--- src/rtl/sst_pkg.sv ---
// shared types and constants for the sorted set table
// no dependencies
`timescale 1ns / 1ps
`default_nettype none

package sst_pkg;

	localparam int CAPACITY    = 16;
	localparam int VALUE_WIDTH = 32;
	localparam int IDX_W       = $clog2(CAPACITY);
	localparam int COUNT_W     = 5;
	localparam int POS_W       = 5;
	localparam int CMD_W       = 2;
	localparam int STATUS_W    = 3;

	typedef enum logic [CMD_W-1:0] {
		CMD_INSERT = 2'd0,
		CMD_REMOVE = 2'd1,
		CMD_READ   = 2'd2
	} cmd_t;

	typedef enum logic [STATUS_W-1:0] {
		ST_OK       = 3'd0,
		ST_DUP      = 3'd1,
		ST_NOTFOUND = 3'd2,
		ST_FULL     = 3'd3,
		ST_BADPOS   = 3'd4
	} status_t;

	// operation broadcast to every cell of the row
	typedef struct packed {
		logic                          ins;
		logic                          del;
		logic signed [VALUE_WIDTH-1:0] key;
	} op_t;

	// what a cell reports back
	typedef struct packed {
		logic valid;
		logic lt;
		logic eq;
	} cell_flags_t;

endpackage

`default_nettype wire

--- src/rtl/sst_cell.sv ---
// one cell of the sorted row: holds a value and its valid bit
// depends on sst_pkg; shifts toward either neighbor on insert or remove
`timescale 1ns / 1ps
`default_nettype none

module sst_cell
	import sst_pkg::*;
(
	input  wire logic                          clk,
	input  wire logic                          arst_n,
	input  wire op_t                           op,
	input  wire logic signed [VALUE_WIDTH-1:0] left_val,
	input  wire logic                          left_valid,
	input  wire logic                          left_lt,
	input  wire logic signed [VALUE_WIDTH-1:0] right_val,
	input  wire logic                          right_valid,
	output logic signed [VALUE_WIDTH-1:0]      val,
	output cell_flags_t                        flags
);

	logic signed [VALUE_WIDTH-1:0] val_q;
	logic                          valid_q;
	logic                          lt;

	assign lt    = valid_q && (val_q < op.key);
	assign val   = val_q;
	assign flags = '{valid: valid_q, lt: lt, eq: valid_q && (val_q == op.key)};

	always_ff @(posedge clk or negedge arst_n) begin
		if (!arst_n) begin
			valid_q <= 1'b0;
		end else if (op.ins && !lt) begin
			valid_q <= valid_q | left_valid;
		end else if (op.del && !lt) begin
			valid_q <= right_valid;
		end
	end

	always_ff @(posedge clk) begin
		if (op.ins && !lt) begin
			// key lands at the first cell not below it, the rest move right
			val_q <= left_lt ? op.key : left_val;
		end else if (op.del && !lt) begin
			val_q <= right_val;
		end
	end

endmodule

`default_nettype wire

--- src/rtl/sorted_set_table_core.sv ---
// Sorted set table: a row of CAPACITY cells holds distinct signed values in ascending
// order. Every command is broadcast to all cells, which compare against the key at once;
// an insert or remove shifts cells one place toward a neighbor. One beat is accepted per
// clock while the output is not stalled; its result is held in the output register. The
// combinational key compare across the cell row and the position mux set the rate and clock.
// depends on sst_pkg and sst_cell
`timescale 1ns / 1ps
`default_nettype none

module sorted_set_table_core
	import sst_pkg::*;
(
	input  wire logic                          clk,
	input  wire logic                          arst_n,
	input  wire logic                          in_valid,
	output logic                               in_stall,
	input  wire logic [CMD_W-1:0]              cmd,
	input  wire logic signed [VALUE_WIDTH-1:0] key_value,
	input  wire logic [POS_W-1:0]              position,
	output logic                               out_valid,
	input  wire logic                          out_stall,
	output logic [STATUS_W-1:0]                status,
	output logic signed [VALUE_WIDTH-1:0]      read_value,
	output logic [COUNT_W-1:0]                 entry_count
);

	logic signed [VALUE_WIDTH-1:0] cell_val [CAPACITY];
	cell_flags_t                   cell_flg [CAPACITY];
	logic [CAPACITY-1:0]           eq_vec;
	op_t                           op;
	logic                          accept;
	logic                          is_ins, is_del, is_rd;
	logic                          dup, full, pos_ok;
	logic [COUNT_W-1:0]            count_q;
	logic [COUNT_W-1:0]            count_nxt;
	logic [POS_W-1:0]              pos_m1;
	status_t                       st_nxt;
	logic signed [VALUE_WIDTH-1:0] rv_nxt;

	logic                          out_valid_q;
	status_t                       status_q;
	logic signed [VALUE_WIDTH-1:0] read_value_q;
	logic [COUNT_W-1:0]            entry_count_q;

	assign in_stall = out_valid_q && out_stall;
	assign accept   = in_valid && !in_stall;
	assign is_ins   = accept && (cmd == CMD_INSERT);
	assign is_del   = accept && (cmd == CMD_REMOVE);
	assign is_rd    = accept && (cmd == CMD_READ);

	always_comb begin
		for (int i = 0; i < CAPACITY; i++) begin
			eq_vec[i] = cell_flg[i].eq;
		end
	end

	assign dup  = |eq_vec;
	assign full = cell_flg[CAPACITY-1].valid;

	assign op.ins = is_ins && !dup && !full;
	assign op.del = is_del && dup;
	assign op.key = key_value;

	for (genvar g = 0; g < CAPACITY; g++) begin : g_cell
		logic signed [VALUE_WIDTH-1:0] lv, rv;
		logic                          lval, llt, rval;
		if (g == 0) begin : g_first
			assign lv   = '0;
			assign lval = 1'b1;
			assign llt  = 1'b1;
		end else begin : g_mid
			assign lv   = cell_val[g-1];
			assign lval = cell_flg[g-1].valid;
			assign llt  = cell_flg[g-1].lt;
		end
		if (g == CAPACITY - 1) begin : g_last
			assign rv   = '0;
			assign rval = 1'b0;
		end else begin : g_inner
			assign rv   = cell_val[g+1];
			assign rval = cell_flg[g+1].valid;
		end
		sst_cell u_cell (
			.clk        (clk),
			.arst_n     (arst_n),
			.op         (op),
			.left_val   (lv),
			.left_valid (lval),
			.left_lt    (llt),
			.right_val  (rv),
			.right_valid(rval),
			.val        (cell_val[g]),
			.flags      (cell_flg[g])
		);
	end

	assign pos_m1 = position - POS_W'(1);
	assign pos_ok = (position != '0) && (position <= POS_W'(count_q));

	always_comb begin
		count_nxt = count_q;
		if (op.ins) begin
			count_nxt = count_q + COUNT_W'(1);
		end else if (op.del) begin
			count_nxt = count_q - COUNT_W'(1);
		end
	end

	always_comb begin
		st_nxt = ST_OK;
		rv_nxt = '0;
		if (is_ins) begin
			if (dup) begin
				st_nxt = ST_DUP;
			end else if (full) begin
				st_nxt = ST_FULL;
			end
		end else if (is_del) begin
			if (!dup) begin
				st_nxt = ST_NOTFOUND;
			end
		end else if (is_rd) begin
			if (pos_ok) begin
				rv_nxt = cell_val[pos_m1[IDX_W-1:0]];
			end else begin
				st_nxt = ST_BADPOS;
			end
		end
	end

	always_ff @(posedge clk or negedge arst_n) begin
		if (!arst_n) begin
			count_q     <= '0;
			out_valid_q <= 1'b0;
		end else begin
			count_q <= count_nxt;
			if (accept) begin
				out_valid_q <= 1'b1;
			end else if (!out_stall) begin
				out_valid_q <= 1'b0;
			end
		end
	end

	always_ff @(posedge clk) begin
		if (accept) begin
			status_q      <= st_nxt;
			read_value_q  <= rv_nxt;
			entry_count_q <= count_nxt;
		end
	end

	assign out_valid   = out_valid_q;
	assign status      = status_q;
	assign read_value  = read_value_q;
	assign entry_count = entry_count_q;

endmodule

`default_nettype wire

--- config.mk ---
export PLATFORM = sky130hd
export DESIGN_NAME = sorted_set_table_core
export DESIGN_NICKNAME = d
export VERILOG_FILES = /design/src/rtl/sst_pkg.sv /design/src/rtl/sst_cell.sv /design/src/rtl/sorted_set_table_core.sv
export SDC_FILE = /design/constraint.sdc
export NUM_CORES = 2
export LEC_CHECK = 0
export BUFFER_PORTS_ARGS = -buffer_cell sky130_fd_sc_hd__clkbuf_2
export CAP_MARGIN = 20
export CELL_PAD_IN_SITES_DETAIL_PLACEMENT = 1
export CELL_PAD_IN_SITES_GLOBAL_PLACEMENT = 2
export CORE_MARGIN = 2
export CORE_UTILIZATION = 46
export DETAILED_ROUTE_END_ITERATION = 10
export HOLD_SLACK_MARGIN = 0.05
export PLACE_DENSITY = 0.92
export SYNTH_ARGS = -nofsm -noshare
export SYNTH_HDL_FRONTEND = slang
export SYNTH_SLANG_ARGS = --single-unit
--- constraint.sdc ---
create_clock -name clk -period 6.9 [get_ports clk]
set_clock_uncertainty 0.05 [all_clocks]
set_input_delay 1.035 -clock clk [delete_from_list [all_inputs] [get_ports clk]]
set_output_delay 1.035 -clock clk [all_outputs]
set_load 0.1 [all_outputs]
==> results.md <==
* Req. time, crit path at 7.26 ns
* Placed insts at 5024
* Area Growth Syn to Fin at 11.5%
* Most frequent cells in the layout: edfxtp_1, ha_1, mux2_2
* Root buf cell: clkbuf_16
* Status: finished clean
* RD Place Congestion at 0.996
* DP Wirelength at 134000 microns
* Post-Layout Cell Count at 5160
* Most common cell after layout, fill and taps aside: edfxtp_1
* Actual slew at the worst max-slew pin at 1.21 ns
* Vias at 37.0k
* DRT iter0 DRCs at 4824
* DIE WIDTH at 318 microns
* Reg2reg end: g_cell[3].u_cell.val[24]
* Flop2flop setup slack at 1.76 ns
* RSZ-0062 raised after global routing: no
* FF-to-FF Start: g_cell[2].u_cell.val[29]
* Place WS at 0.620 ns
* Detailed Routing Iterations Pass 1 at 6
* Synthesized area per cell at 12.2 sq um
* Via-per-instance ratio at 7.18
* Leak at 19.5 nW
* Clk buf depth at 3
* Final setup viols at 0
* Async set-reset flop share out of synthesis at 3.83%
* ANT nets after route at 0
* Core area at 0.0980 sq mm
* Library cells used by synthesis at 68
* Crit-path slowest cell: nor4b_1
* Critical path peak fanout at 44
* Synthesized flop and latch total at 574
* Final worst-path cycle share at 87.4%
* Worst EP arrival at 6.39 ns
* Fin nets at 4376
* Total GRT Usage at 36.8%
* Post-synth top flop: edfxtp_1
* CTS H-Tree Depth at 3
* CP endpoint kind: flop
* Filler Cell Count at 10.1k
* # clock sinks at 574
* PD cells at 216 mW/mm^2
* CTS Hold Buffers Added at 0
* # Post-CTS Setup Buffers at 0
* Largest net degree at the start of global routing at 65
* Hold crit path type: input pin to asynchronous set/reset pin
* Fraction of layout cells with a size suffix above 1 at 27.8%
* Max cap viols at 0
* Rows at 115
* Max transition margin at 18.3%
* DRC viols at 0
* Register area share after synthesis at 37.8%
* Avg WL per Cell at 36.5 microns
* CTS tree: built
* Die height at 318 microns
* Die area at 0.101 sq mm
* Crit path cell chain: clkbuf_2 -> inv_1 -> ha_1 -> nand4_1 -> nor4b_1 -> buf_4 -> nor2_1 -> a21oi_1 -> mux2i_4 -> buf_4 -> mux2_2 -> mux2_2
* Final WS setup at 0.867 ns
* Worst-Skew Late Latency at 0.68 ns
* Synth Net Count at 4286
* Type of the worst setup path: input pin to flop
* Tmin final at 6.03 ns
* Vias in the first global route at 38.3k
* R2R cell count at 10
* Synth warn at 0
* Max Transition Viols Final at 0
* Maximum VDD drop at 176 uV
* IO Count at 85
* Clock Pin Slew Worst Setup and Hold Paths at 0.06 ns
* WL final at 188000 microns
* First-pass GRT wire length at 273000 microns
* Global route overflow at 0
* Post-cts gate resize count at 0
* CP peak stage delay at 1.00 ns
* Final-report hold violation count at 0
* Initial antenna violation count at 7
* Buffers on Ports at 84
* Initial Utilization at 46.3%
* Achievable Freq at 166 MHz
* CP startpoint kind: input pin
* Syn Std Cell Area at 0.0453 sq mm
* Number of synthesized flops with an enable pin at 552
* CTS buffer count at 73
* Synthesized instance count at 3723
[through the flow]
step                TNS, ns  utilization, %  total power (W)  cell area (sq um)  hold slack, ns
CTS                       0            51.6           0.0108              50600           0.324
finish                    0            51.6           0.0109              50600           0.337
floorplan                 0               -          0.00589              45300           0.425
global placement      -2.70            49.1          0.00671              48100           0.455
global route              0            51.6           0.0112              50600           0.372
detailed placement        0            49.1          0.00680              48100           0.477
[layer usage]
metal  wire, microns  global-route usage, %  share of wire, %
met1           69200                   46.2                37
met2           82700                   56.0                44
met3           21700                   9.46                12
met4           14800                   24.3               7.8
met5              33                      0             0.018
[state kept, by name, summed over array words and instances (netlist names)]
name                   cells
count_q                    5
entry_count                5
g_cell.u_cell.val        512
g_cell.u_cell.valid_q     16
out_valid                  1
read_value                32
status                     3
[cell usage after synthesis, drive strengths merged, types with 68 or more instances]
cell type  count  area [sq um]
mux2i        251          2520
mux4         128          2880
a211oi        78           586
buf          110           714
nor2b         73           457
clkbuf       120           450
inv           68           255
a21o          81           608
ha           520          6510
a21oi        218          1090
edfxtp       552         16600
o21ai        378          1890
mux2         587          7040
nand2         70           263
nand4        132           826
nor2          93           387
[final cells by class]
class                   count  area, sq um  area share (%)
repair buffers            245         1990            3.94
diodes                      3         7.51          0.0148
well taps                1287         1610            3.18
clock buffers             102         2140            4.24
clock inverters            30          300           0.594
inverters                  68          255           0.505
multi-input cells        2851        27100            53.7
flip-flops and latches    574        17100            33.9
[critical path, delay by kind of cell]
kind                     cells  cell delay [ns]
buffers and inverters        4             1.73
adder cells (fa/ha/maj)      1             0.52
AND/OR/NAND/NOR              3             1.41
multiplexers                 3             1.05
AO/OA/AOI/OAI                1             0.51
[power by group]
part	internal (W)	switching, W	leakage (nW)	total, W
clock network	0.00239	0.00168	1.20	0.00407
logic	0.00104	0.00163	13.0	0.00266
registers	0.00398	0.000201	5.32	0.00418
[worst max path at each step]
stage                              from                         to  slack [ns]  cells past startpoint
final                     key_value[27]   g_cell[3].u_cell.val[24]        0.87                     12
after detailed placement  key_value[23]  g_cell[11].u_cell.val[13]        0.62                     15
after floorplan            key_value[9]   g_cell[15].u_cell.val[0]        0.75                     10
after global placement    key_value[23]  g_cell[11].u_cell.val[22]       -0.14                     14
after global routing      key_value[27]   g_cell[3].u_cell.val[17]        0.95                     12
after CTS                 key_value[27]   g_cell[3].u_cell.val[17]        1.11                     12
[cell families (layout without fill, tap and decap cells)]
| kind of cell | count (synthesis) | count (layout) | synth area share, % |
|---|---|---|---|
| AO/OA/AOI/OAI | 859 | 859 | 11.1 |
| XOR/XNOR | 6 | 6 | 0.116 |
| adder cells (fa/ha/maj) | 520 | 520 | 14.3 |
| buffers and inverters | 298 | 445 | 3.13 |
| flip-flops | 574 | 574 | 37.8 |
| multiplexers | 966 | 966 | 27.4 |
| other | 0 | 3 | 0 |
| AND/OR/NAND/NOR | 500 | 500 | 6.09 |
Note: power is estimated with default switching activity, not from simulation.
